### src/hdl/bdlp_pkg.sv
package bdlp_pkg;

    localparam int unsigned CountWidth = 16;
    localparam logic [CountWidth-1:0] DebounceTicksReset = 16'd40;
    localparam logic [CountWidth-1:0] LongPressTicksReset = 16'd3000;

    typedef enum logic [1:0] {
        ST_UP      = 2'd0,
        ST_FALLING = 2'd1,
        ST_DOWN    = 2'd2,
        ST_RISING  = 2'd3
    } btn_state_t;

    typedef enum logic [1:0] {
        EV_NONE  = 2'd0,
        EV_SHORT = 2'd1,
        EV_LONG  = 2'd2
    } press_event_t;

    typedef enum logic {
        ACT_TICK = 1'b0,
        ACT_READ = 1'b1
    } action_t;

    typedef enum logic {
        REG_DEBOUNCE_TICKS   = 1'b0,
        REG_LONG_PRESS_TICKS = 1'b1
    } reg_index_t;

    typedef struct packed {
        logic [1:0] press_event;
        logic       debounced_down;
    } bdlp_result_t;

    function automatic logic [CountWidth-1:0] sat_inc(input logic [CountWidth-1:0] v);
        sat_inc = (v == {CountWidth{1'b1}}) ? v : v + 1'b1;
    endfunction

endpackage

### src/hdl/bdlp_fsm.sv
module bdlp_fsm
    import bdlp_pkg::*;
(
    input  logic                  aclk,
    input  logic                  aresetn,
    input  logic                  cfg_we,
    input  logic                  cfg_index,
    input  logic [CountWidth-1:0] cfg_wdata,
    input  logic                  item_load,
    input  logic                  item_action,
    input  logic                  item_pin_level,
    output bdlp_result_t          result
);

    logic [CountWidth-1:0] debounce_ticks_reg;
    logic [CountWidth-1:0] long_press_ticks_reg;
    btn_state_t            state_reg, state_next;
    logic [CountWidth-1:0] debounce_count_reg, debounce_count_next;
    logic [CountWidth-1:0] hold_count_reg, hold_count_next;
    logic                  long_flag_reg, long_flag_next;
    press_event_t          latched_event_reg, latched_event_next;

    logic                  pressed;
    logic [CountWidth-1:0] debounce_inc;
    logic [CountWidth-1:0] hold_inc;
    logic                  debounce_done;

    always_ff @(posedge aclk) begin
        if (!aresetn) begin
            debounce_ticks_reg   <= DebounceTicksReset;
            long_press_ticks_reg <= LongPressTicksReset;
        end else if (cfg_we) begin
            unique case (reg_index_t'(cfg_index))
                REG_DEBOUNCE_TICKS:   debounce_ticks_reg   <= cfg_wdata;
                REG_LONG_PRESS_TICKS: long_press_ticks_reg <= cfg_wdata;
                default: ;
            endcase
        end
    end

    always_ff @(posedge aclk) begin
        if (!aresetn) begin
            state_reg          <= ST_UP;
            debounce_count_reg <= '0;
            hold_count_reg     <= '0;
            long_flag_reg      <= 1'b0;
            latched_event_reg  <= EV_NONE;
        end else if (item_load) begin
            state_reg          <= state_next;
            debounce_count_reg <= debounce_count_next;
            hold_count_reg     <= hold_count_next;
            long_flag_reg      <= long_flag_next;
            latched_event_reg  <= latched_event_next;
        end
    end

    assign pressed       = ~item_pin_level;
    assign debounce_inc  = sat_inc(debounce_count_reg);
    assign hold_inc      = sat_inc(hold_count_reg);
    assign debounce_done = (debounce_inc >= debounce_ticks_reg);

    always_comb begin
        state_next          = state_reg;
        debounce_count_next = debounce_count_reg;
        hold_count_next     = hold_count_reg;
        long_flag_next      = long_flag_reg;
        latched_event_next  = latched_event_reg;
        result.press_event  = EV_NONE;

        if (action_t'(item_action) == ACT_READ) begin
            // read and clear the event, time stands still
            result.press_event = latched_event_reg;
            latched_event_next = EV_NONE;
        end else begin
            unique case (state_reg)
                ST_UP: begin
                    if (pressed) begin
                        state_next          = ST_FALLING;
                        debounce_count_next = '0;
                    end
                end
                ST_FALLING: begin
                    debounce_count_next = debounce_inc;
                    if (debounce_done) begin
                        if (pressed) begin
                            state_next      = ST_DOWN;
                            long_flag_next  = 1'b0;
                            hold_count_next = '0;
                        end else begin
                            state_next = ST_UP;
                        end
                    end
                end
                ST_DOWN: begin
                    if (!pressed) begin
                        latched_event_next  = long_flag_reg ? EV_LONG : EV_SHORT;
                        state_next          = ST_RISING;
                        debounce_count_next = '0;
                    end else begin
                        hold_count_next = hold_inc;
                        if (hold_inc >= long_press_ticks_reg) begin
                            long_flag_next = 1'b1;
                        end
                    end
                end
                ST_RISING: begin
                    debounce_count_next = debounce_inc;
                    if (debounce_done) begin
                        state_next = ST_UP;
                    end
                end
                default: state_next = ST_UP;
            endcase
        end

        result.debounced_down = (state_next == ST_DOWN);
    end

endmodule

### src/hdl/bdlp_out_reg.sv
module bdlp_out_reg
    import bdlp_pkg::*;
(
    input  logic         aclk,
    input  logic         aresetn,
    input  logic         load,
    input  bdlp_result_t load_data,
    input  logic         take,
    output logic         valid,
    output bdlp_result_t data
);

    logic         valid_reg, valid_next;
    bdlp_result_t data_reg;

    always_comb begin
        valid_next = valid_reg;
        if (load) begin
            valid_next = 1'b1;
        end else if (take) begin
            valid_next = 1'b0;
        end
    end

    always_ff @(posedge aclk) begin
        if (!aresetn) begin
            valid_reg <= 1'b0;
        end else begin
            valid_reg <= valid_next;
        end
    end

    always_ff @(posedge aclk) begin
        if (load) begin
            data_reg <= load_data;
        end
    end

    assign valid = valid_reg;
    assign data  = data_reg;

endmodule

### src/hdl/button_debounce_long_press_core.sv
// Channel   Direction  Payload
// s_axis    in         tuser: action; tdata: pin_level
// m_axis    out        tdata: press_event, debounced_down
// cfg       in         cfg_index 0 debounce_ticks, 1 long_press_ticks
//
// The state update and the result for each item are computed in one pass, and
// the result lands in the output register on the accepting edge.
// One item per cycle is sustained while m_axis_tready stays high; the single
// output register sets that rate, since s_axis_tready = !m_axis_tvalid || m_axis_tready.
// Synchronous active-low reset restores the idle up state and default timings.
module button_debounce_long_press_core
    import bdlp_pkg::*;
(
    input  logic        aclk,
    input  logic        aresetn,
    input  logic        s_axis_tvalid,
    output logic        s_axis_tready,
    input  logic [7:0]  s_axis_tdata,   // [0] pin_level, [7:1] zero
    input  logic        s_axis_tuser,   // [0] action
    output logic        m_axis_tvalid,
    input  logic        m_axis_tready,
    output logic [7:0]  m_axis_tdata,   // [1:0] press_event, [2] debounced_down, [7:3] zero
    input  logic        cfg_we,
    input  logic        cfg_index,
    input  logic [15:0] cfg_wdata
);

    logic         item_load;
    bdlp_result_t fsm_result;
    bdlp_result_t out_data;

    assign s_axis_tready = ~m_axis_tvalid | m_axis_tready;
    assign item_load     = s_axis_tvalid & s_axis_tready;

    bdlp_fsm u_fsm (
        .aclk           (aclk),
        .aresetn        (aresetn),
        .cfg_we         (cfg_we),
        .cfg_index      (cfg_index),
        .cfg_wdata      (cfg_wdata),
        .item_load      (item_load),
        .item_action    (s_axis_tuser),
        .item_pin_level (s_axis_tdata[0]),
        .result         (fsm_result)
    );

    bdlp_out_reg u_out_reg (
        .aclk      (aclk),
        .aresetn   (aresetn),
        .load      (item_load),
        .load_data (fsm_result),
        .take      (m_axis_tready),
        .valid     (m_axis_tvalid),
        .data      (out_data)
    );

    assign m_axis_tdata = {5'b0, out_data.debounced_down, out_data.press_event};

endmodule
### config.mk
export PLATFORM = sky130hd
export DESIGN_NAME = button_debounce_long_press_core
export DESIGN_NICKNAME = d
export VERILOG_FILES = /design/src/hdl/bdlp_pkg.sv /design/src/hdl/bdlp_fsm.sv /design/src/hdl/bdlp_out_reg.sv /design/src/hdl/button_debounce_long_press_core.sv
export SDC_FILE = /design/constraint.sdc
export NUM_CORES = 1
export LEC_CHECK = 0
export ABC_CLOCK_PERIOD_IN_PS = 4300
export BUFFER_PORTS_ARGS = -buffer_cell sky130_fd_sc_hd__buf_2
export CAP_MARGIN = 0
export CORE_ASPECT_RATIO = 1.1
export CORE_UTILIZATION = 45
export CTS_CLUSTER_DIAMETER = 60
export DETAILED_ROUTE_END_ITERATION = 6
export GPL_ROUTABILITY_DRIVEN = 0
export GPL_TIMING_DRIVEN = 0
export MAX_ROUTING_LAYER = met4
export PLACE_DENSITY = 0.61
export SLEW_MARGIN = 30
export SYNTH_ARGS = -nofsm -noshare
export SYNTH_HDL_FRONTEND = slang
export SYNTH_SLANG_ARGS = --single-unit
### constraint.sdc
create_clock -name aclk -period 4.3 [get_ports aclk]
set_input_delay 0 -clock aclk [delete_from_list [all_inputs] [get_ports aclk]]
set_output_delay 0 -clock aclk [all_outputs]
set_load 0.005 [all_outputs]
==> key figures <==
STA
  – Fin crit period: 3890 ps
  – Tcrit/Tclk final: 90.5%
  – Worst slew margin: 54.3%
  – Slew Viols, Final: 0
  – Unrepaired setup endpoints after global routing: false
  – Tightest Pin Transition: 686 ps
  – Post-route setup TNS: 0 ps
  – Setup-failing EPs final: 0
  – Clk_skew: 13.5 ps
  – Highest clock rate: 257 MHz
  – Hold Fails Final Rpt: 0

Synthesis
  – Post-synth EDFFs: 3
  – Post-Syn Area: 0.00456 mm2
  – Synth area leader: dfxtp_1
  – Top FF cell, synth: dfxtp_1
  – Mapped Avg Cell Area: 7.93 um2
  – Synth async-reset ratio: 0%
  – Yosys reg bits: 73
  – Post-Synthesis Cells: 575
  – Synth top area cells: dfxtp_1 31%, ha_1 9.3%, nand2_1 6.9%, a21oi_1 5.6%, xnor2_1 3.5%
  – Synthesis Warnings: 0
  – Sequential area share after synthesis: roughly 33%
  – Area share of the largest cell type after synthesis: 30.7%
  – Yosys cell types: 61

Finish
  – Filler cell count in the final layout: 950
  – Leading cell type in the layout, fill and taps excluded: nand2_1
  – Fin area: between 0.005 and 0.006 mm2
  – Layout cells sized above 1: approximately an eighth
  – Commonest cells after routing, fill and taps aside: 84 x nand2_1, 70 x dfxtp_1, 51 x a21oi_1
  – Area delta synth->final: 15.7%
  – Antenna cells: 0
  – Fin nets: 700

Clocking
  – CTS tree: done
  – Clk slew on worst S/H paths: 80 ps
  – Clock sinks: 73
  – CTS Buffer Depth: 2
  – Clk root buf: clkbuf_8
  – Worst skew pair latency: 360 ps
  – Cts bufs inserted: 9
  – Clock H-tree levels: 3

Run status
  – Failing checks: design-rule violations
  – Run status: complete, but fails checks

Routing
  – Detailed-route DRC error count: 2
  – Routed WL: 12.3 mm
  – Initial DRC count: 204
  – Routed len/inst: 16.2 um
  – Via count: 4228
  – Antenna Nets Post-Route: 0
  – TritonRoute pass-1 iters: 6
  – Via density: 5.56

Critical path
  – Delay of the slowest critical-path stage: approximately 520 ps
  – CP delay by family, top: simple AND/OR/NAND/NOR gates
  – Data arrival, critical path: 4110 ps
  – Required time worst endpoint: 4520 ps
  – Crit-path cells: buf_2, nand4_1, nor3_2, a21oi_1, and3_1, xor2_1, ha_1, nand4_1, or4_4, o31ai_4, o31ai_4, o31ai_2, nor3_1
  – Path type of the worst setup path: reg2reg
  – Slowest stage cell, crit path: or4_4
  – Worst setup SP type: flip-flop
  – Buffer and inverter count on the worst path: 1
  – Crit. End Element: flip-flop
  – Max FO, Critical Path: 8

Power and ir drop
  – Leak Pwr: ~2.2 nW
  – Pwr dens: 281 mW/mm2
  – Worst vdd ir: around 0.00022 V

GRT
  – Initial antenna violation count: 0
  – Global-route wire length before repair: 20.2 mm
  – Largest net degree at the start of global routing: 13
  – Vias in the first global route: 4093
  – Tot GR Track Use: 25.4%
  – GRT overflow: 0

Job
  – Max-cap viol count: 0

Place
  – Area after DPL: a little under 0.005 mm2
  – Hpwl dp: about 9.3 mm
  – # port buffers: 27

Floorplan
  – Core area: around 0.01 mm2
  – Io pins: 41
  – DIE AREA: 0.0105 mm2
  – Die span in x: 98 um
  – Die H: 108 um
  – # rows: 38
  – Initial core utilization: 46.4%

Min path
  – Worst min path class: in2reg
## synthesized netlist by cell type, types with 3 or more instances
master,count
nand4_1,17
ha_1,34
nand3_1,30
a32o_1,5
a41oi_1,5
o2111ai_1,3
nor2b_1,5
or3_1,5
xnor2_1,18
xor2_1,8
nor2_1,39
nand4b_1,4
nor3_1,9
nand2b_1,7
a22oi_1,5
buf_4,6
o21ai_0,13
buf_2,8
and3_1,10
o21a_1,5
inv_1,34
a21oi_1,51
dfxtp_1,70
clkbuf_1,22
edfxtp_1,3
mux2_2,3
nand2_1,84
mux2_1,5
o21ai_1,7
and2_1,3
o211ai_1,16
## power by group
| part | total [mW] | internal (mW) | switching [mW] |
|---|---|---|---|
| sequential | 0.705 | 0.698 | 0.00704 |
| combinational | 0.144 | 0.0554 | 0.0882 |
| clock | 0.632 | 0.357 | 0.275 |
## logic make-up after synthesis
group	after synthesis	synth area share [%]
AO/OA/AOI/OAI	132	19.5
XOR/XNOR	26	4.99
adder cells (fa/ha/maj)	34	9.33
buffers and inverters	73	6.75
flip-flops	73	32.7
multiplexers	11	2.74
other	1	0.0822
AND/OR/NAND/NOR	225	23.9
## repair_timing
action	4_1_cts	5_1_grt
hold buffers	18	0
setup buffers	0	0
gates resized for setup	0	0
setup endpoints to repair	0	0
endpoints found under the hold margin	34	0
## worst paths after layout
path                                             from                                        to  slack, ps  cells after the start
min                                           aresetn  u_fsm.debounce_count_reg[6]$_SDFFE_PN0P_         30                      3
min reg2reg   u_fsm.latched_event_reg[1]$_SDFFE_PN0P_   u_fsm.latched_event_reg[1]$_SDFFE_PN0P_        450                      2
max          u_fsm.debounce_count_reg[7]$_SDFFE_PN0P_          u_fsm.long_flag_reg$_SDFFE_PN0P_        410                     13
max reg2reg  u_fsm.debounce_count_reg[7]$_SDFFE_PN0P_          u_fsm.long_flag_reg$_SDFFE_PN0P_        410                     13
## routing by layer
| metal | up-vias | GRT usage, % | part of all wire [%] |
|---|---|---|---|
| li1 | 2149 | - | - |
| met1 | 1953 | 31.0 | 45 |
| met2 | 96 | 41.5 | 47 |
| met3 | 30 | 3.90 | 4.0 |
| met4 | 0 | 11.7 | 3.6 |
| met5 | - | - | 0 |
## metrics by stage
step,total power [mW],hold WS [ps],std cells,utilization [%],setup WS (ps)
floorplan,0.802,129,579,-,1080
global placement,0.848,260,726,49.4,427
detailed placement,0.852,262,726,49.5,442
CTS,1.49,15.9,760,53.6,383
global route,1.54,23.5,760,53.6,198
finish,1.48,32.1,760,53.6,408
## tightest hold or removal path, cell delays in order
cell and delay, ps:
buf_2 120, nand2_1 140, o21ai_1 80
## final cells by class
type	count	area [um2]	share of cell area, %
clock buffers	11	151	2.87
multi-input cells	433	2780	52.7
flip-flops and latches	73	1490	28.3
repair buffers	45	315	5.98
clock inverters	5	77.6	1.47
well taps	120	150	2.85
plain buffers	39	180	3.41
inverters	34	128	2.42
Note: power is estimated with default switching activity, not from simulation.
